--- src/sv/tce_pkg.sv ---
// ----------------------------------------------------------------------------
// tce_pkg: shared definitions for the text console engine
// Screen geometry, field widths, command codes, the decoded operation and the
// queue entry that passes from the front end to the back end, and the back-end states.
// ----------------------------------------------------------------------------
package tce_pkg;

	localparam int SCREEN_COLS = 80;
	localparam int SCREEN_ROWS = 25;
	localparam int CELL_COUNT  = SCREEN_COLS * SCREEN_ROWS;

	localparam int CMD_W  = 3;
	localparam int BYTE_W = 8;
	localparam int CELL_W = 2 * BYTE_W;
	localparam int COL_W  = $clog2(SCREEN_COLS);
	localparam int ROW_W  = $clog2(SCREEN_ROWS);
	localparam int COLE_W = $clog2(SCREEN_COLS + 1);
	localparam int ROWE_W = $clog2(SCREEN_ROWS + 1);
	localparam int ADDR_W = $clog2(CELL_COUNT);
	localparam int IDX_W  = ADDR_W + 1;

	localparam int QUEUE_DEPTH = 2;

	localparam logic [CMD_W-1:0] CMD_PUT_CHAR   = 3'd0;
	localparam logic [CMD_W-1:0] CMD_NEWLINE    = 3'd1;
	localparam logic [CMD_W-1:0] CMD_BACKSPACE  = 3'd2;
	localparam logic [CMD_W-1:0] CMD_CLEAR      = 3'd3;
	localparam logic [CMD_W-1:0] CMD_SET_CURSOR = 3'd4;
	localparam logic [CMD_W-1:0] CMD_FILL_RECT  = 3'd5;
	localparam logic [CMD_W-1:0] CMD_READ_CELL  = 3'd6;

	localparam logic [BYTE_W-1:0] BLANK_CHAR = 8'h20;
	localparam logic [BYTE_W-1:0] LINE_FEED  = 8'h0A;
	localparam logic [BYTE_W-1:0] RESET_ATTR = 8'h07;

	typedef enum logic [2:0] {
		OP_PUT,
		OP_NEWLINE,
		OP_BACKSPACE,
		OP_CLEAR,
		OP_SET_CURSOR,
		OP_FILL,
		OP_READ,
		OP_NOP
	} op_t;

	typedef struct packed {
		op_t               op;
		logic [COL_W-1:0]  x;
		logic [ROW_W-1:0]  y;
		logic [COLE_W-1:0] x_end;
		logic [ROWE_W-1:0] y_end;
		logic [BYTE_W-1:0] ch;
	} task_t;

	typedef enum logic [2:0] {
		ST_INIT,
		ST_IDLE,
		ST_SWEEP,
		ST_SCROLL,
		ST_BLANK,
		ST_FILL,
		ST_DONE
	} bk_state_t;

endpackage

--- src/sv/tce_queue.sv ---
// ----------------------------------------------------------------------------
// tce_queue: command queue between front and back end
// Small FIFO of decoded commands so that either side can stall on its own.
// ----------------------------------------------------------------------------
module tce_queue
	import tce_pkg::*;
(
	input  logic  clk,
	input  logic  arst_n,
	input  logic  push,
	input  task_t push_task,
	input  logic  pop,
	output logic  full,
	output logic  head_valid,
	output task_t head
);

	localparam int PTR_W = $clog2(QUEUE_DEPTH);
	localparam int CNT_W = $clog2(QUEUE_DEPTH + 1);

	task_t            slots_q [QUEUE_DEPTH];
	logic [PTR_W-1:0] wr_ptr_q;
	logic [PTR_W-1:0] rd_ptr_q;
	logic [CNT_W-1:0] count_q;

	assign full       = count_q == CNT_W'(QUEUE_DEPTH);
	assign head_valid = count_q != '0;
	assign head       = slots_q[rd_ptr_q];

	always_ff @(posedge clk) begin
		if (push) begin
			slots_q[wr_ptr_q] <= push_task;
		end
	end

	always_ff @(posedge clk or negedge arst_n) begin
		if (!arst_n) begin
			wr_ptr_q <= '0;
			rd_ptr_q <= '0;
			count_q  <= '0;
		end else begin
			if (push) begin
				wr_ptr_q <= (wr_ptr_q == PTR_W'(QUEUE_DEPTH - 1)) ? '0 : wr_ptr_q + 1'b1;
			end
			if (pop) begin
				rd_ptr_q <= (rd_ptr_q == PTR_W'(QUEUE_DEPTH - 1)) ? '0 : rd_ptr_q + 1'b1;
			end
			if (push && !pop) begin
				count_q <= count_q + 1'b1;
			end else if (pop && !push) begin
				count_q <= count_q - 1'b1;
			end
		end
	end

endmodule

--- config.mk ---
export PLATFORM = sky130hd
export DESIGN_NAME = tce_queue
export DESIGN_NICKNAME = d
export VERILOG_FILES = /design/src/sv/tce_pkg.sv /design/src/sv/tce_queue.sv
export SDC_FILE = /design/constraint.sdc
export NUM_CORES = 1
export LEC_CHECK = 0
export BUFFER_PORTS_ARGS = -buffer_cell sky130_fd_sc_hd__buf_2
export CORE_MARGIN = 5
export CORE_UTILIZATION = 30
export DETAILED_ROUTE_END_ITERATION = 10
export GPL_TIMING_DRIVEN = 0
export PLACE_DENSITY = 0.5
export SYNTH_ARGS = -nofsm -noshare
export SYNTH_HDL_FRONTEND = slang
export SYNTH_SLANG_ARGS = --single-unit
--- constraint.sdc ---
create_clock -name clk -period 4.9 [get_ports clk]
set_input_delay 0.98 -clock clk [delete_from_list [all_inputs] [get_ports clk]]
set_output_delay 0.98 -clock clk [all_outputs]
set_load 0.02 [all_outputs]
# After elaboration in Yosys (flattened, before gate mapping)
# Memory sizes are Yosys's and may differ from the RTL's.
# Cells that the tools add are included.
# Widths: inputs -> output; s select.
dict set report word_totals {
  ff_bits 4
  wordCells 21
  memories 1
  ramBits 70
  input_bits 39
}
# name depth word_bits read_ports rd_clocked_by_memory_dff wr line_no
set memory_table {}
lappend memory_table {slots_q 2 35 1 0 1 tce_queue.sv:21} ;# task_t slots_q [QUEUE_DEPTH];
dict set report op_classes {
  muxes 6
  add_sub_neg 4
  eq_ne 1
  reduce_logical 6
}
# op n
set ops {}
lappend ops {{$mux 1} 4}
lappend ops {{$mux 2} 2}
lappend ops {{$reduce_bool 2->1} 2}
lappend ops {{$add 1x1->1 const B} 2}
lappend ops {{$add 2x1->2 const B} 1}
lappend ops {{$eq 2x2->1 const B} 1}
lappend ops {{$logic_and 1x1->1} 2}
lappend ops {{$logic_not 1->1} 2}
lappend ops {{$sub 2x1->2 const B} 1}

# Logic depth before layout (Yosys ltp)
# Gate-level depths: netlist of run 1.
dict set report logic_depth {
  ltp_word 4
  depth_mapped 5
  ltp_nobuf 5
}

# Worst setup path after synthesis of run 1
# No wires, ideal clock.
dict set report synth_path {
  path_kind {input -> register}
  start {input port push}
  end {memory slots_q[0][0] in the netlist's numbering, enable pin}
  setup_time_ns 0.431
  arrival_time_ns 2.556
  cell_stages 1
  t_required_ns 4.469
  path_buffers 0
  slack_ns 1.913
  cell_sequence {nor2b_1}
}
dict set report synth_between {
  elab_chain_cells 2
}
# element line_no
set synth_lines {}
lappend synth_lines {{from (decl)} tce_queue.sv:10} ;# input logic push,
lappend synth_lines {{$mux 1} tce_queue.sv:31} ;# if (push) begin
lappend synth_lines {{$mux 1 (implied by the code)} tce_queue.sv:32} ;# slots_q[wr_ptr_q] <= push_task;
lappend synth_lines {{to (decl)} tce_queue.sv:21}
# No other way between the ends.

==> impl_metrics.ini, run 1 <==
[status]
run_status = completed

[finish]
n_antenna_cell = 0
layout-drive-gt1-share = 0.606
fin_cells = 347
fin_nets = 253
nFillCells = 893
regArea_um2 = 2200
multi_input_area_um2 = 597
area_growth_pct = 29.3

[floorplan]
fp.dieW_um = 108
io_pins = 76
std_cell_rows = 35
die-area_um2 = 11600
initial_core_util = 0.309
core-area_um2 = 9280
die_y_um = 108

[yosys]
synth.distinct_cells = 14
synth-seq-area-share = 0.769
avgSynthCellArea_um2 = 22.9
synth_nets = 165
yosys_warnings = 0
ys_ff_latch = 74
synthesis.area_um2 = 2870
syn-instance-count = 125

[critical_path]
crit_arrival_ns = 1.49
timing.critical_path.fanout_max = 10
cp.required_ns = 3.92
start_kind = flop
critical_path_class = reg -> out
crit_path_end_kind = primary output

[clock_network]
cts_resized = 0
htreeDepth = 3
cts_sinks = 74
cts_hold_buf = 0
clk_transition_reported_paths_ns = 0.08
clock_latency_ns = 0.34
cts_setup_buffers = 0
cts-root-buf = clkbuf_8
cts_tree = built
clockBufferDepth = 2
cts_made_buffers = 9

[sta]
finalCriticalPeriod_ns = 2.47
slew_viol_final = 0
setup_violations = 0
grt_setup_unrepaired = no
tightestPinTransition_ns = 0.452
tns_ns = 0
slew_headroom = 0.698
hold_ws_ns = 0.436
hold_viol_final = 0
max_freq_mhz = 404
fin_skew_ns = 0.00528
period_share = 0.505

[pwr]
power.total_mw = 2.28
vdd_drop_max_v = 0.000232
leakagePower_nw = 1.49
pwr_density_cell_nw_per_um2 = 616

[run]
maxCapViolations = 0

[global_routing]
grt_pass1_wl_mm = 8.00
met3_usage = 0.0486
grtUsageMet1 = 0.111
grt_usage = 0.0940
grt_overflow_total = 0
grt_start_max_net_pins = 24
antenna_found_initial = 0
grt_pass1_vias = 1560
grtUsageMet2 = 0.142
top_usage_layer = met2

[detailed_routing]
wl_per_cell_um = 14.7
drt_first_pass_iters = 3
route.vias.total = 1393
via_per_inst = 4.01
ant_nets = 0
initialDrtViolationCount = 44
wirelength_mm = 5.11
drc = 0

[place]
dp.cells = 331
gp_congestion = 0.644
io_buffers = 75
place_hpwl_mm = 3.53

[min_path]
hold_path_class = in -> async
-- layer usage --
metal | part of all wire | vias up
met5 | 0 | -
met4 | 0.016 | 0
met3 | 0.095 | 11
met2 | 0.46 | 63
met1 | 0.43 | 659
li1 | - | 660
-- flip-flops by register name, summed over array words and instances (netlist names) --
signal / count
count_q: 2
rd_ptr_q: 1
slots_q: 70
wr_ptr_q: 1
-- where the power goes --
part           leakage [nW]  total [mW]  switching, mW  internal (mW)
combinational         0.659       0.805          0.424          0.381
clock                 0.126       0.596          0.212          0.385
sequential            0.704       0.879         0.0383          0.841
-- worst paths after layout --
check / from / slack (ns) / cells after the start / end
max in group asynchronous: arst_n / 4.33 / 1 / wr_ptr_q$_DFFE_PN0P_
hold reg to reg: count_q[1]$_DFFE_PN0P_ / 0.49 / 1 / count_q[1]$_DFFE_PN0P_
min in group clk: count_q[1]$_DFFE_PN0P_ / 0.49 / 1 / count_q[1]$_DFFE_PN0P_
setup reg to reg: wr_ptr_q$_DFFE_PN0P_ / 3.51 / 2 / slots_q[0][23]$_DFFE_PP_
setup / recovery: rd_ptr_q$_DFFE_PN0P_ / 2.43 / 4 / head[3]
hold / removal: arst_n / 0.44 / 1 / count_q[1]$_DFFE_PN0P_
-- Yosys cell counts --
cell	number	area share
ha_1	1	0.0044
xor2_1	4	0.012
buf_6	1	0.0039
xnor2_1	1	0.0031
edfxtp_1	70	0.73
mux2_2	6	0.024
or2_2	1	0.0022
mux2_4	29	0.15
dfrtp_1	4	0.035
inv_1	1	0.0013
and2_1	1	0.0022
nor2b_1	2	0.0044
nor2_1	1	0.0013
buf_12	3	0.021
-- critical path, cell delays in order, from the launching register on --
cell and delay [ns]:
dfrtp_1 0.38, buf_6 0.16, buf_12 0.16, mux2_4 0.29
buf_2 0.16
-- cell type report --
| class | count | area share |
|---|---|---|
| repair buffers | 77 | 0.112 |
| flip-flops and latches | 74 | 0.594 |
| well taps | 129 | 0.0436 |
| clock buffers | 9 | 0.0334 |
| inverters | 1 | 0.00101 |
| clock inverters | 7 | 0.0354 |
| plain buffers | 4 | 0.0192 |
| multi-input cells | 46 | 0.161 |
-- through the flow --
stage	utilization	worst slack, ns	cell area [um2]
floorplan	-	1.91	2870
global placement	0.366	0.577	3400
detailed placement	0.372	2.76	3450
CTS	0.399	2.38	3710
global route	0.399	2.35	3710
finish	0.399	2.43	3710
-- cell families (layout without fill, tap and decap cells) --
family        Yosys count  count (layout)  share of synthesized area
xor+xnor                5               5                     0.0153
fa+ha+maj               1               1                    0.00437
buf+inv                 5              98                     0.0262
flops                  74              74                      0.769
mux                    35              35                      0.176
simple gates            5               5                     0.0100
-- cells in the final DEF (no fill, tap or decap) --
master,count
and2_2,1
buf_12,5
buf_2,75
buf_6,1
bufinv_16,4
clkbuf_8,9
clkinv_1,3
dfrtp_1,4
edfxtp_1,70
ha_1,1
inv_1,1
mux2_2,6
mux2_4,29
nor2_1,1
nor2b_1,1
nor2b_4,1
or2_2,1
xnor2_1,1
xor2_1,4
No activity file was read; power rests on OpenSTA's default activity.
==> inputs of run 2 (changes only) <==
--- a/config.mk
+++ b/config.mk
@@ -10,7 +10,7 @@
 export CORE_UTILIZATION = 30
 export DETAILED_ROUTE_END_ITERATION = 10
 export GPL_TIMING_DRIVEN = 0
-export PLACE_DENSITY = 0.5
+export PLACE_DENSITY = 0.52
 export SYNTH_ARGS = -nofsm -noshare
 export SYNTH_HDL_FRONTEND = slang
 export SYNTH_SLANG_ARGS = --single-unit
==> constraint.sdc (replaced) <==
create_clock -name clk -period 2.2 [get_ports clk]
set_input_delay 0.44 -clock clk [delete_from_list [all_inputs] [get_ports clk]]
set_output_delay 0.44 -clock clk [all_outputs]
set_load 0.02 [all_outputs]
==> run 2 against run 1 <==
Worst hold slack lost 0.15 ns. Register-to-register slack got worse by 2.8 ns. Die area unchanged. First-iteration DRC count fell by 16%. Combinational power rose by 130%. Flip-flop and latch count unchanged.
==> impl_metrics.ini, run 2 (synthesis results as in run 1) <==
[sta]
grt_setup_unrepaired = no
slew_viol_final = 0
slew_headroom = 0.602
finalCriticalPeriod_ns = 1.93
hold_viol_final = 0
period_share = 0.877
max_freq_mhz = 518
setup_violations = 0
fin_skew_ns = 0.00530
fin_ws_ns = 0.271
tightestPinTransition_ns = 0.595

[clock_network]
clk_transition_reported_paths_ns = 0.07
clockBufferDepth = 2
cts_tree = built
htreeDepth = 3
cts-root-buf = clkbuf_8
cts_sinks = 74
clock_latency_ns = 0.33
cts_resized = 0
cts_made_buffers = 9

[detailed_routing]
wl_per_cell_um = 14.7
via_per_inst = 4.03
drt_first_pass_iters = 4
wirelength_mm = 5.12
ant_nets = 0
initialDrtViolationCount = 37
route.vias.total = 1404
drc = 0

[critical_path]
cp.required_ns = 1.76
slowest_delay_ns = 0.37
timing.critical_path.fanout_max = 10
crit_arrival_ns = 1.49
critical_path_class = reg -> out
cp_top_family = buffers and inverters
crit_path_end_kind = primary output
r2r_setup_slack_ns = 0.72
start_kind = flop
critPathBufInv = 3
crit_chain = buf_6 -> buf_12 -> mux2_4 -> buf_2
slowest_stage = dfrtp_1

[place]
place_hpwl_mm = 3.52
io_buffers = 75
dp_slack_ns = 0.517
dp.cells = 331
gp_congestion = 0.619

[floorplan]
std_cell_rows = 35
die_y_um = 108
die-area_um2 = 11600
initial_core_util = 0.309
core-area_um2 = 9280
fp.dieW_um = 108
io_pins = 76

[pwr]
vdd_drop_max_v = 0.000622
pwr_density_cell_nw_per_um2 = 1330
leakagePower_nw = 1.48

[status]
run_status = completed

[min_path]
hold_path_class = in -> reg

[global_routing]
antenna_found_initial = 0
grt_pass1_wl_mm = 7.86
grt_overflow_total = 0
grt_start_max_net_pins = 21
grt_usage = 0.0923
grt_pass1_vias = 1528

[finish]
largest_registers = slots_q: 70 flops, count_q: 2 flops
final_cell_mix = 75 x buf_2, 70 x edfxtp_1, 29 x mux2_4
layout_commonest_cell = buf_2
largest_register_ffs = 70
final_util = 0.397
n_antenna_cell = 0
regMostFlops = slots_q
area_growth_pct = 28.6
layout-drive-gt1-share = 0.607
fin_nets = 254
fin_cells = 348

[run]
maxCapViolations = 0
run 2: path summary, 6_finish.rpt:
kind                                   startpoint                       end  cells after the start
min in group asynchronous                  arst_n    count_q[1]$_DFFE_PN0P_                      2
min                                  push_task[5]   slots_q[1][5]$_DFFE_PP_                      1
max in group asynchronous                  arst_n      rd_ptr_q$_DFFE_PN0P_                      2
min reg2reg                count_q[1]$_DFFE_PN0P_    count_q[1]$_DFFE_PN0P_                      1
max                          rd_ptr_q$_DFFE_PN0P_                   head[6]                      4
max reg2reg                  wr_ptr_q$_DFFE_PN0P_  slots_q[0][18]$_DFFE_PP_                      2
run 2: cell type report:
class / count / area [um2]
Fill cell: 876 / 5600
Multi-Input combinational cell: 46 / 597
Clock inverter: 6 / 81.3
Timing Repair Buffer: 78 / 440
Sequential cell: 74 / 2200
Inverter: 1 / 3.75
Clock buffer: 10 / 128
Buffer: 4 / 71.3
Tap cell: 129 / 161
run 2: through the flow:
| step | TNS (ns) | instance area (um2) | hold slack, ns | total power, mW |
|---|---|---|---|---|
| 2_1_floorplan | 0 | 2870 | 0.144 | 3.30 |
| 3_3_place_gp | -23.26 | 3400 | 0.252 | 3.79 |
| 3_5_place_dp | 0 | 3470 | 0.250 | 3.86 |
| 4_1_cts | 0 | 3680 | 0.260 | 4.99 |
| 5_1_grt | 0 | 3680 | 0.261 | 5.14 |
| 6_report | 0 | 3680 | 0.286 | 4.89 |
run 2: report_power, final:
group          internal [mW]  switching (mW)
registers               1.87          0.0869
logic                  0.866           0.954
clock network          0.631           0.477
run 2: metal layers:
metal,share of wire,up-vias,global-route usage
li1,-,661,-
met1,0.44,683,0.113
met2,0.48,54,0.140
met3,0.071,6,0.0384
met4,0.0076,0,0.0433
met5,0,-,0
run 2: timing repair:
action                                 CTS  global route
endpoints found under the hold margin    4             0
buffers inserted                         0             0
hold buffers                             1             0
