**src/sv/tce_pkg.sv**
```systemverilog
// ----------------------------------------------------------------------------
// tce_pkg: shared definitions for the text console engine
// Screen geometry, field widths, command codes, the decoded operation and the
// queue entry that passes from the front end to the back end, and the back-end states.
// ----------------------------------------------------------------------------
package tce_pkg;

	localparam int SCREEN_COLS = 80;
	localparam int SCREEN_ROWS = 25;
	localparam int CELL_COUNT  = SCREEN_COLS * SCREEN_ROWS;

	localparam int CMD_W  = 3;
	localparam int BYTE_W = 8;
	localparam int CELL_W = 2 * BYTE_W;
	localparam int COL_W  = $clog2(SCREEN_COLS);
	localparam int ROW_W  = $clog2(SCREEN_ROWS);
	localparam int COLE_W = $clog2(SCREEN_COLS + 1);
	localparam int ROWE_W = $clog2(SCREEN_ROWS + 1);
	localparam int ADDR_W = $clog2(CELL_COUNT);
	localparam int IDX_W  = ADDR_W + 1;

	localparam int QUEUE_DEPTH = 2;

	localparam logic [CMD_W-1:0] CMD_PUT_CHAR   = 3'd0;
	localparam logic [CMD_W-1:0] CMD_NEWLINE    = 3'd1;
	localparam logic [CMD_W-1:0] CMD_BACKSPACE  = 3'd2;
	localparam logic [CMD_W-1:0] CMD_CLEAR      = 3'd3;
	localparam logic [CMD_W-1:0] CMD_SET_CURSOR = 3'd4;
	localparam logic [CMD_W-1:0] CMD_FILL_RECT  = 3'd5;
	localparam logic [CMD_W-1:0] CMD_READ_CELL  = 3'd6;

	localparam logic [BYTE_W-1:0] BLANK_CHAR = 8'h20;
	localparam logic [BYTE_W-1:0] LINE_FEED  = 8'h0A;
	localparam logic [BYTE_W-1:0] RESET_ATTR = 8'h07;

	typedef enum logic [2:0] {
		OP_PUT,
		OP_NEWLINE,
		OP_BACKSPACE,
		OP_CLEAR,
		OP_SET_CURSOR,
		OP_FILL,
		OP_READ,
		OP_NOP
	} op_t;

	typedef struct packed {
		op_t               op;
		logic [COL_W-1:0]  x;
		logic [ROW_W-1:0]  y;
		logic [COLE_W-1:0] x_end;
		logic [ROWE_W-1:0] y_end;
		logic [BYTE_W-1:0] ch;
	} task_t;

	typedef enum logic [2:0] {
		ST_INIT,
		ST_IDLE,
		ST_SWEEP,
		ST_SCROLL,
		ST_BLANK,
		ST_FILL,
		ST_DONE
	} bk_state_t;

endpackage

```
**src/sv/tce_if.sv**
```systemverilog
// ----------------------------------------------------------------------------
// tce_if: command and response channels of the text console engine
// Valid/ready channels; a transaction completes when valid and ready are high.
// ----------------------------------------------------------------------------
interface tce_cmd_if;
	import tce_pkg::*;

	logic              valid;
	logic              ready;
	logic [CMD_W-1:0]  command;
	logic [BYTE_W-1:0] col;
	logic [BYTE_W-1:0] row;
	logic [BYTE_W-1:0] fill_width;
	logic [BYTE_W-1:0] fill_height;
	logic [BYTE_W-1:0] character;

	modport source (
		output valid, command, col, row, fill_width, fill_height, character,
		input  ready
	);
	modport sink (
		input  valid, command, col, row, fill_width, fill_height, character,
		output ready
	);
endinterface


```
**src/sv/tce_front.sv**
```systemverilog
// ----------------------------------------------------------------------------
// tce_front: command decode and clipping
// Accepts command transactions, resolves line feeds, clamps cursor targets,
// clips fill rectangles and drops empty or off-screen fills and reads to no-ops.
// ----------------------------------------------------------------------------
module tce_front
	import tce_pkg::*;
(
	tce_cmd_if.sink cmd,
	input  logic    queue_full,
	input  logic    init_busy,
	output logic    push,
	output task_t   push_task
);

	logic       col_ok;
	logic       row_ok;
	logic [8:0] x_sum;
	logic [8:0] y_sum;

	assign cmd.ready = !queue_full && !init_busy;
	assign push      = cmd.valid && cmd.ready;

	assign col_ok = cmd.col < BYTE_W'(SCREEN_COLS);
	assign row_ok = cmd.row < BYTE_W'(SCREEN_ROWS);
	assign x_sum  = {1'b0, cmd.col} + {1'b0, cmd.fill_width};
	assign y_sum  = {1'b0, cmd.row} + {1'b0, cmd.fill_height};

	always_comb begin
		push_task       = '0;
		push_task.op    = OP_NOP;
		push_task.ch    = cmd.character;
		unique case (cmd.command)
			CMD_PUT_CHAR: begin
				push_task.op = (cmd.character == LINE_FEED) ? OP_NEWLINE : OP_PUT;
			end
			CMD_NEWLINE: begin
				push_task.op = OP_NEWLINE;
			end
			CMD_BACKSPACE: begin
				push_task.op = OP_BACKSPACE;
			end
			CMD_CLEAR: begin
				push_task.op = OP_CLEAR;
			end
			CMD_SET_CURSOR: begin
				push_task.op = OP_SET_CURSOR;
				push_task.x  = col_ok ? COL_W'(cmd.col) : COL_W'(SCREEN_COLS - 1);
				push_task.y  = row_ok ? ROW_W'(cmd.row) : ROW_W'(SCREEN_ROWS - 1);
			end
			CMD_FILL_RECT: begin
				if (col_ok && row_ok && cmd.fill_width != '0 && cmd.fill_height != '0) begin
					push_task.op    = OP_FILL;
					push_task.x     = COL_W'(cmd.col);
					push_task.y     = ROW_W'(cmd.row);
					push_task.x_end = (x_sum < 9'(SCREEN_COLS)) ? COLE_W'(x_sum)
						: COLE_W'(SCREEN_COLS);
					push_task.y_end = (y_sum < 9'(SCREEN_ROWS)) ? ROWE_W'(y_sum)
						: ROWE_W'(SCREEN_ROWS);
				end
			end
			CMD_READ_CELL: begin
				if (col_ok && row_ok) begin
					push_task.op = OP_READ;
					push_task.x  = COL_W'(cmd.col);
					push_task.y  = ROW_W'(cmd.row);
				end
			end
			default: begin
				push_task.op = OP_NOP;
			end
		endcase
	end

endmodule

```
**src/flat_wrapper.sv**
```systemverilog
// flat-port wrapper written by rule: the top's interface ports become plain ports
module tce_front_flat import tce_pkg::*;
  (queue_full, init_busy, push, push_task, cmd_valid, cmd_command, cmd_col, cmd_row, cmd_fill_width, cmd_fill_height, cmd_character, cmd_ready);
  tce_cmd_if cmd_i ();
  input  logic queue_full;
  input  logic init_busy;
  output logic push;
  output task_t push_task;
  input wire logic [$bits(cmd_i.valid)-1:0] cmd_valid;
  input wire logic [$bits(cmd_i.command)-1:0] cmd_command;
  input wire logic [$bits(cmd_i.col)-1:0] cmd_col;
  input wire logic [$bits(cmd_i.row)-1:0] cmd_row;
  input wire logic [$bits(cmd_i.fill_width)-1:0] cmd_fill_width;
  input wire logic [$bits(cmd_i.fill_height)-1:0] cmd_fill_height;
  input wire logic [$bits(cmd_i.character)-1:0] cmd_character;
  output wire logic [$bits(cmd_i.ready)-1:0] cmd_ready;
  assign cmd_i.valid = cmd_valid;
  assign cmd_i.command = cmd_command;
  assign cmd_i.col = cmd_col;
  assign cmd_i.row = cmd_row;
  assign cmd_i.fill_width = cmd_fill_width;
  assign cmd_i.fill_height = cmd_fill_height;
  assign cmd_i.character = cmd_character;
  assign cmd_ready = cmd_i.ready;
  tce_front u_core (.cmd(cmd_i), .queue_full(queue_full), .init_busy(init_busy), .push(push), .push_task(push_task));
endmodule
```
**config.mk**
```make
export PLATFORM = sky130hd
export DESIGN_NAME = tce_front_flat
export DESIGN_NICKNAME = d
export VERILOG_FILES = /design/src/sv/tce_pkg.sv /design/src/sv/tce_if.sv /design/src/sv/tce_front.sv /design/src/flat_wrapper.sv
export SDC_FILE = /design/constraint.sdc
export NUM_CORES = 1
export LEC_CHECK = 0
export ABC_AREA = 1
export BUFFER_PORTS_ARGS = -buffer_cell sky130_fd_sc_hd__clkbuf_2
export CORE_MARGIN = 2
export CORE_UTILIZATION = 49
export DETAILED_ROUTE_END_ITERATION = 12
export PLACE_DENSITY = 0.9
export SYNTH_ARGS = -nofsm -noshare
export SYNTH_HDL_FRONTEND = slang
export SYNTH_SLANG_ARGS = --single-unit
export TNS_END_PERCENT = 100
```
**constraint.sdc**
```tcl
create_clock -name vclk -period 3.1
set_input_delay 0.31 -clock vclk [all_inputs]
set_output_delay 0.31 -clock vclk [all_outputs]
set_load 0.02 [all_outputs]
```
---- Word-level counts from Yosys, hierarchy flattened ----
Cells that the tools add are included.
operators by class
  div/mod/pow operators ................... 0
  multiply operators ...................... 0
  magnitude comparators ................... 4
  bitwise operators ....................... 0
  equal/unequal tests ..................... 7
  shifts and indexed selects .............. 0
  add/subtract/negate cells ............... 2
  mux-type cells .......................... 10
  reductions and logical operators ........ 10
operators by type and width
  cell                                                                    number
  12-bit one-hot mux with 3 select lines                                  1
  26-bit 2-to-1 mux                                                       1
  3-bit one-hot mux with 7 select lines                                   1
  8-bit by 8-bit adder with 9-bit output                                  2
  8-bit nonzero test                                                      2
  7-bit 2-to-1 mux                                                        2
  13-bit 2-to-1 mux                                                       1
  12-bit 2-to-1 mux                                                       1
  5-bit 2-to-1 mux                                                        2
  3-bit equality test (second input constant)                             3
  9-bit by 5-bit < comparator with 1-bit output (second input constant)   1
  9-bit by 7-bit < comparator with 1-bit output (second input constant)   1
  8-bit by 4-bit equality test with 1-bit output (second input constant)  1
  8-bit by 5-bit < comparator with 1-bit output (second input constant)   1
  8-bit by 7-bit < comparator with 1-bit output (second input constant)   1
  3-bit by 2-bit equality test with 1-bit output (second input constant)  2
  1-bit logical AND                                                       5
  3-bit by 1-bit equality test with 1-bit output (second input constant)  1
  3-bit logical NOT                                                       1
  1-bit logical NOT                                                       2
  1-bit 2-to-1 mux                                                        1
word-level totals
  latch bits .............................. 0
  register bits after elaboration ......... 0
  memory bits (read-only) ................. 0
  logic and storage cells ................. 33
  bits in writable memories ............... 0
  output and inout port bits .............. 37
  memories ................................ 0
  input bits .............................. 46

---- Longest topological paths before layout ----
Gate-level depths: netlist of run 1.
  word-level depth ........................ 6
  gate-level depth with buffers ........... 12
  gate-level depth less buffers ........... 12

---- Worst setup path after synthesis of run 1 ----
No wires, ideal clock.
  path type ............................... input to output
  start point ............................. in cmd_fill_width[0]
  end point ............................... out push_task[13] in the netlist's numbering
  arrival ................................. 1.763 ns
  setup slack ............................. 1.027 ns
  data required time ...................... 2.790 ns
  buffers on the path ..................... 0
  stages on the path ...................... 9
  cells stage by stage .................... ha_1 > fa_1 > nand3_1 > nand2_1 > a21oi_1 > nand2_1 > nor2_4 > nand3_4 > nor2_2
RTL lines
  what             line                RTL
  start, declared  flat_wrapper.sv:13  input wire logic [$bits(cmd_i.fill_width)-1:0] cmd_fill_width;
  end, declared    flat_wrapper.sv:8   output task_t push_task;

==> metrics.txt, run 1 <==
initial DRC count between 40 and 50; top-count cell post-synth nand2_1; die width 55.8 um; worst-case vdd ir drop 0.0961 mV; Final ANT Viol Nets 0; final wirelength 3370 um; area grow syn2layout 29.6%; Cells after Synth 217; YS warnings 0; antenna cells 0; Final Cycle Share around three quarters; Power Total 0.245 mW; largest cells by area after synthesis ha_1 15%, nand2_1 15%, inv_1 9.7%; Nets 357; Core Region 2500 um2; wl on met1 1310 um; WP data arrival 2.02 ns; vias in the first global route 1434; Max-Cap Viols 0; die height 55.8 um; pin count of the biggest net entering global routing 11; Post-Syn Area 1310 um2; num sequential 0; GRT overflow 0; Startpoint Class input pin; Leakage 1.09 nW; RD Place Congestion 0.821; # IOs 83; Synth top cells by count 52 x nand2_1, 34 x inv_1, 26 x nor2_1, 17 x nand3_1, 16 x ha_1; Vias 1576; Final Hold Violating Endpoints 0; Resize count post-CTS 0; Yosys cell types 31; CP required 2.79 ns; initial antenna violation count 0; first-pass GRT wire length 5620 um; layout cells sized above 1 38.1%; RSZ-0062 raised after global routing no; Starting Density 52.6%; Met3 Wirelength 237 um; total negative slack 0 ns; number of port buffers 83; minimum clock period 2.33 ns; die area between 3000 and 4000 um2; Slew Limit Fails 0; Final Setup Violations 0; row count 18; DR DRC count 0; DR pass1 iterations 4; routed wl met2 1770 um; Top Metal Used met4; Mapped Nets between 200 and 300; sequential area share after synthesis 0%; register area 0 um2; CP Capture Type primary output; post-synth top area share around 15%; hold_buf cts 0; HPWL Detailed 3140 um; Mean Syn Cell Area 6.05 um2; critical path class input pin to primary output; status finished, final reports clean; post-layout util ~68%; Synth area leader ha_1; Total GRT Usage about a fifth; Hold Crit Class input pin to primary output; drt wl/cell 10.5 um; drt via density 4.91; Post-CTS Setup Inserts 0; measured slew at the worst slew-check pin 0.312 ns; Max Clk Rate 428 MHz; CP max FO 4; PwrDens 144 nW/um2; Rel. slew slack roughly four fifths; # clk buffers 0
[metal layers]
metal / track usage [%] / up-vias
met5: 0 / -
met4: 4.53 / 0
met3: 1.40 / 4
met2: 43.9 / 54
met1: 22.6 / 677
li1: - / 841
[final timing paths]
check / to / depth (start not counted) / slack [ns] / startpoint
max: push_task[9] / 11 / 0.77 / cmd_fill_height[0]
min: push_task[1] / 2 / 0.85 / cmd_character[1]
[power by group]
group          switching, mW  total, mW  internal [mW]
clock                      0          0              0
combinational          0.152      0.245         0.0935
sequential                 0          0              0
[layout make-up]
class	count	area [um2]
well taps	30	37.5
repair buffers	83	415
multi-input cells	171	1110
fillers	240	797
inverters	37	139
[logic make-up after synthesis]
group	share of synthesized area, %
buffers and inverters	15.4
XOR/XNOR	2.67
AND/OR/NAND/NOR	54.0
adder cells (fa/ha/maj)	18.3
AO/OA/AOI/OAI	9.62
[cells in the final DEF (no fill, tap or decap), types with 2 or more instances in the layout]
master    count
o21a_1        7
clkbuf_2     83
xnor2_1       3
nor2_1       26
ha_1         16
fa_1          2
a21oi_1       8
nor2_2        6
inv_1        34
nor3_4        2
nand3_1      17
inv_2         3
nor2_4        2
nor3_1        4
nand4_1       4
nand2_2       2
nor3_2        2
nand3_4       3
nand2_4       4
nand2_1      52
nor2_8        2
[worst max-delay path, stage by stage]
cell and delay [ns]:
clkbuf_2 0.09, ha_1 0.23, fa_1 0.43, nand3_1 0.15
nand3_1 0.09, nor2_1 0.12, nor2_1 0.07, nor2_4 0.14
nand2_2 0.08, nor3_2 0.12, clkbuf_2 0.19
[through the flow]
stage,worst slack [ns],instances,hold WS [ns],area (um2)
detailed placement,0.775,321,0.851,1700
global route,0.629,321,0.855,1700
CTS,0.776,321,0.852,1700
floorplan,1.03,217,0.695,1310
global placement,0.817,321,0.850,1700
finish,0.766,321,0.851,1700
Note: power is estimated with default switching activity, not from simulation.
==> inputs of run 2 (changes only) <==
--- a/config.mk
+++ b/config.mk
@@ -8,9 +8,9 @@
 export ABC_AREA = 1
 export BUFFER_PORTS_ARGS = -buffer_cell sky130_fd_sc_hd__clkbuf_2
 export CORE_MARGIN = 2
-export CORE_UTILIZATION = 49
+export CORE_UTILIZATION = 41
 export DETAILED_ROUTE_END_ITERATION = 12
-export PLACE_DENSITY = 0.9
+export PLACE_DENSITY = 0.81
 export SYNTH_ARGS = -nofsm -noshare
 export SYNTH_HDL_FRONTEND = slang
 export SYNTH_SLANG_ARGS = --single-unit
==> constraint.sdc (replaced) <==
create_clock -name vclk -period 1.9
set_input_delay 0.19 -clock vclk [all_inputs]
set_output_delay 0.19 -clock vclk [all_outputs]
set_load 0.02 [all_outputs]
==> metrics.txt, run 2 (same netlist as run 1, synthesis figures left out) <==
worst hold start cmd_character[5]; Setup Slack @ Placement -0.173 ns (-0.949 ns); pin count of the biggest net entering global routing 11 (unchanged); initial antenna violation count 0 (unchanged); Leakage 1.19 nW (+8.6%); Rel. slew slack 79.4% (+0.41 points); drt via density 4.78 (-2.6%); number of port buffers 83 (unchanged); Starting Density 43.0% (-9.5 points); WP buf/inv 2 (unchanged); Max-Cap Viols 0 (unchanged); Final Cycle Share 103%; commonest non-fill, non-tap cell in the layout clkbuf_2; worst-case vdd ir drop 0.168 mV (+74%); minimum clock period around 2 ns; cell count along the critical path 11 (unchanged); GRT overflow 0 (unchanged); drt wl/cell 11.3 um (+7.4%); final wirelength 3920 um (+16%); die width 60.6 um (+8.7%); WP data arrival 1.77 ns (-0.25 ns); antenna cells 0 (unchanged); Hold Crit Class input pin to primary output; total negative slack -0.193 ns (-0.193 ns); Vias 1659 (+5.3%); total placed cells including tap cells 343 (+6.9%); DR pass1 iterations 4 (unchanged); CP required 1.71 ns (-1.08 ns); die height 60.6 um (+8.7%); register area 0 um2 (unchanged); final instance area 2060 um2 (+21%); Placed Area 1780 um2 (+4.6%); layout cells sized above 1 48.8% (+11 points); num sequential 0 (unchanged); # IOs 83 (unchanged); RSZ-0062 raised after global routing yes; # clk buffers 0 (unchanged); RD Place Congestion 0.877 (+6.8%); failing checks negative setup slack; Final ANT Viol Nets 0 (unchanged); slowest CP cell fa_2; hold endpoint push_task[5]; Core Region 3050 um2 (+22%); measured slew at the worst slew-check pin 0.306 ns (-0.00615 ns); cell family with the largest share of critical-path delay simple AND/OR/NAND/NOR gates; Power Total 0.492 mW (+100%); initial DRC count 61 (+45%); Max Clk Rate slightly above 500 MHz; area grow syn2layout 56.9%; final worst setup slack -0.0609 ns (-0.827 ns); Total GRT Usage 20.2% (-0.97 points); post-layout util 67.5% (-0.62 points); Final Hold Violating Endpoints 0 (unchanged); critical path class input pin to primary output; worst hold stages 2 (unchanged); critical path's largest stage delay 0.35 ns (-0.08 ns); fin cells 347 (+8.1%); Final Setup Violations 4 (+4); vias in the first global route 1482 (+3.3%); most frequent cells in the layout 68 x clkbuf_2, 47 x nand2_1, 34 x inv_1, 23 x nor2_1, 15 x buf_4; hold_buf cts 0 (unchanged); HPWL Detailed 3160 um (+0.79%); status finished, violations left; first-pass GRT wire length 5900 um (+4.9%); Slew Limit Fails 0 (unchanged); DR DRC count 0 (unchanged); die area 3670 um2 (+18%); Nets 369 (+3.4%); CP Capture Type primary output; CP max FO 4 (unchanged); Startpoint Class input pin; Cell Chain, Critical Path buf_8 -> ha_4 -> fa_2 -> nand3_2 -> nand2_2 -> a21oi_2 -> nand2_2 -> nor2_4 -> nand3_4 -> nor2_4 -> buf_8; Hold Slack 0.610 ns (-0.241 ns); PwrDens 239 nW/um2 (+66%); row count 20 (+2)
-- run 2: cell types whose count changed in the layout (fill, tap and decap cells not counted), sizes merged --
cell,change
clkbuf,-14
buf,+26
-- run 2: per-layer routing --
metal,global-route usage [%],share of wire [%]
met1,24.6,38
met2,40.4,57
met3,0.853,4.3
met4,0.932,0.92
met5,0,0
-- run 2: worst max-delay path by stage --
stage / from / slack, ns / endpoint
2_1_floorplan: cmd_fill_width[0] / 0.07 / push_task[13]
3_3_place_gp: cmd_fill_width[0] / -0.13 / push_task[13]
3_5_place_dp: cmd_fill_width[0] / -0.17 / push_task[13]
4_1_cts: cmd_fill_width[0] / -0.08 / push_task[14]
5_1_grt: cmd_col[0] / -0.15 / push_task[13]
6_report: cmd_col[0] / -0.06 / push_task[13]
-- run 2: area by class of cell --
class	instances	area [um2]
Multi-Input combinational cell	171	1250
Fill cell	302	992
Timing Repair Buffer	95	621
Inverter	37	139
Tap cell	44	55.1
-- run 2: what timing repair did --
action / CTS / global route
endpoints found under the setup margin: 11 / 12
cloned: 0 / 0
buffers inserted: 1 / 3
pin swaps: 17 / 18
resized for setup: 27 / 44
-- run 2: power by group --
group / internal (mW) / switching [mW]
clock network: 0 / 0
registers: 0 / 0
logic: 0.209 / 0.282
total: 0.209 / 0.282
==> inputs of run 3 (changes only) <==
--- a/config.mk
+++ b/config.mk
@@ -7,7 +7,6 @@
 export LEC_CHECK = 0
 export ABC_AREA = 1
 export BUFFER_PORTS_ARGS = -buffer_cell sky130_fd_sc_hd__clkbuf_2
-export CORE_MARGIN = 2
 export CORE_UTILIZATION = 41
 export DETAILED_ROUTE_END_ITERATION = 12
 export PLACE_DENSITY = 0.81
==> metrics.txt, run 3 (same netlist as run 1, synthesis figures left out) <==
worst hold start cmd_character[7]; Final Setup Violations 7 (+3); failing checks negative setup slack; Final ANT Viol Nets 0 (unchanged); Max Clk Rate 504 MHz (-1.1%); Final Cycle Share 104% (+1.2 points); final wirelength 4190 um (+6.9%); hold_buf cts 0 (unchanged); die width 58.6 um (-3.3%); CP required 1.71 ns (about the same); die height 58.6 um (-3.3%); final instance area 2120 um2 (+2.7%); HPWL Detailed 3080 um (-2.7%); total negative slack -0.413 ns (-0.220 ns); Flop pwr share 0% (unchanged); CP Capture Type primary output; # clk buffers 0 (unchanged); final worst setup slack -0.0830 ns (-0.0220 ns); CP startpoint cmd_fill_height[0]; minimum clock period 1.98 ns (+0.0220 ns); Total GRT Usage 22.0% (+1.9 points); drt wl/cell 12.1 um (+7.2%); DR pass1 iterations 6 (+2); drt via density 4.97 (+3.9%); layout cells sized above 1 50.0% (+1.2 points); measured slew at the worst slew-check pin 0.419 ns (+0.113 ns); vias in the first global route 1499 (+1.1%); Rel. slew slack 72.0% (-7.4 points); CP max FO 2 (-2); PwrDens 251 nW/um2 (+5.2%); row count 20 (unchanged); commonest non-fill, non-tap cell in the layout clkbuf_2; Vias 1719 (+3.6%); hold endpoint push_task[7]; RSZ-0062 raised after global routing yes; first-pass GRT wire length 6090 um (+3.3%); # IOs 83 (unchanged); Hold Crit Class input pin to primary output; multi-input logic area 1320 um2 (+5.8%); number of port buffers 83 (unchanged); die area 3430 um2 (-6.5%); Leakage 1.18 nW (-0.40%); Nets 368 (-0.27%); num sequential 0 (unchanged); fin cells 346 (-0.29%); worst-case vdd ir drop 0.136 mV (-19%); Logic pwr share 100.0% (about the same); initial antenna violation count 0 (unchanged); Placed Area 1780 um2 (unchanged); sw frac 57.6% (+0.23 points); RD Place Congestion 0.828 (-5.6%); area grow syn2layout 61.0%; Int Power 0.225 mW (+7.4%); register area 0 um2 (unchanged); critical path class input pin to primary output; Core Region 3050 um2 (unchanged); GRT overflow 0 (unchanged); Power Total 0.531 mW (+8.0%); switching power 0.306 mW (+8.5%); Clock power frac 0% (unchanged); initial DRC count 45 (-26%); status finished, violations left; total placed cells including tap cells 343 (unchanged); Starting Density 43.0% (unchanged); worst hold stages 2 (unchanged); Final Hold Violating Endpoints 0 (unchanged); Slew Limit Fails 0 (unchanged); pin count of the biggest net entering global routing 11 (unchanged); Startpoint Class input pin; Max-Cap Viols 0 (unchanged); WP data arrival 1.79 ns (+0.02 ns); most frequent cells in the layout 68 x clkbuf_2, 46 x nand2_1, 32 x inv_1, 24 x nor2_1, 14 x buf_4; antenna cells 0 (unchanged); DR DRC count 0 (unchanged); fillers 261 (-14%)
-- run 3: per-layer routing --
metal / GRT usage (%) / wire (um) / up-vias
met1: 27.8 / 1610 / 774
met3: 0.659 / 276 / 2
li1: - / - / 866
met2: 43.3 / 2290 / 77
met5: 0 / 0 / -
met4: 1.02 / 14 / 0
-- run 3: worst max-delay path by stage --
stage	cells past startpoint	slack [ns]	to
floorplan	9	0.07	push_task[13]
finish	10	-0.08	push_task[10]
CTS	11	-0.07	push_task[15]
global placement	11	-0.11	push_task[14]
global route	11	-0.14	push_task[15]
detailed placement	11	-0.15	push_task[15]
-- run 3: final cells by class --
class                           count  share of cell area [%]
Multi-Input combinational cell    171                    62.3
Tap cell                           44                    2.60
Timing Repair Buffer               94                    28.5
Inverter                           37                    6.56
-- run 3: metrics by stage --
| step | utilization [%] | setup WS, ns | hold WS, ns |
|---|---|---|---|
| 5_1_grt | 69.3 | -0.144 | 0.616 |
| 2_1_floorplan | - | 0.0671 | 0.455 |
| 4_1_cts | 61.9 | -0.0664 | 0.612 |
| 6_report | 69.3 | -0.0830 | 0.610 |
| 3_5_place_dp | 58.3 | -0.151 | 0.612 |
| 3_3_place_gp | 58.3 | -0.111 | 0.610 |
-- run 3: power by group through the flow --
stage | Clock (mW) | Sequential, mW | Combinational, mW
4_1_cts | 0 | 0 | 0.439
2_1_floorplan | 0 | 0 | 0.280
3_5_place_dp | 0 | 0 | 0.415
3_3_place_gp | 0 | 0 | 0.407
5_1_grt | 0 | 0 | 0.581
6_report | 0 | 0 | 0.531
-- run 3: critical path, cell delays in order --
cell and delay [ns]:
buf_8 0.10, ha_4 0.16, fa_2 0.44, xor2_2 0.21, nor3_2 0.17, nor2_1 0.06
nand2_1 0.09, nand2_2 0.08, nor3_2 0.13, buf_4 0.17
-- run 3: what timing repair did --
item | CTS | global route
gates resized for setup | 21 | 62
setup endpoints to repair | 11 | 12
setup buffers | 2 | 1
hold endpoints to repair | 0 | 0
pin swaps | 9 | 24
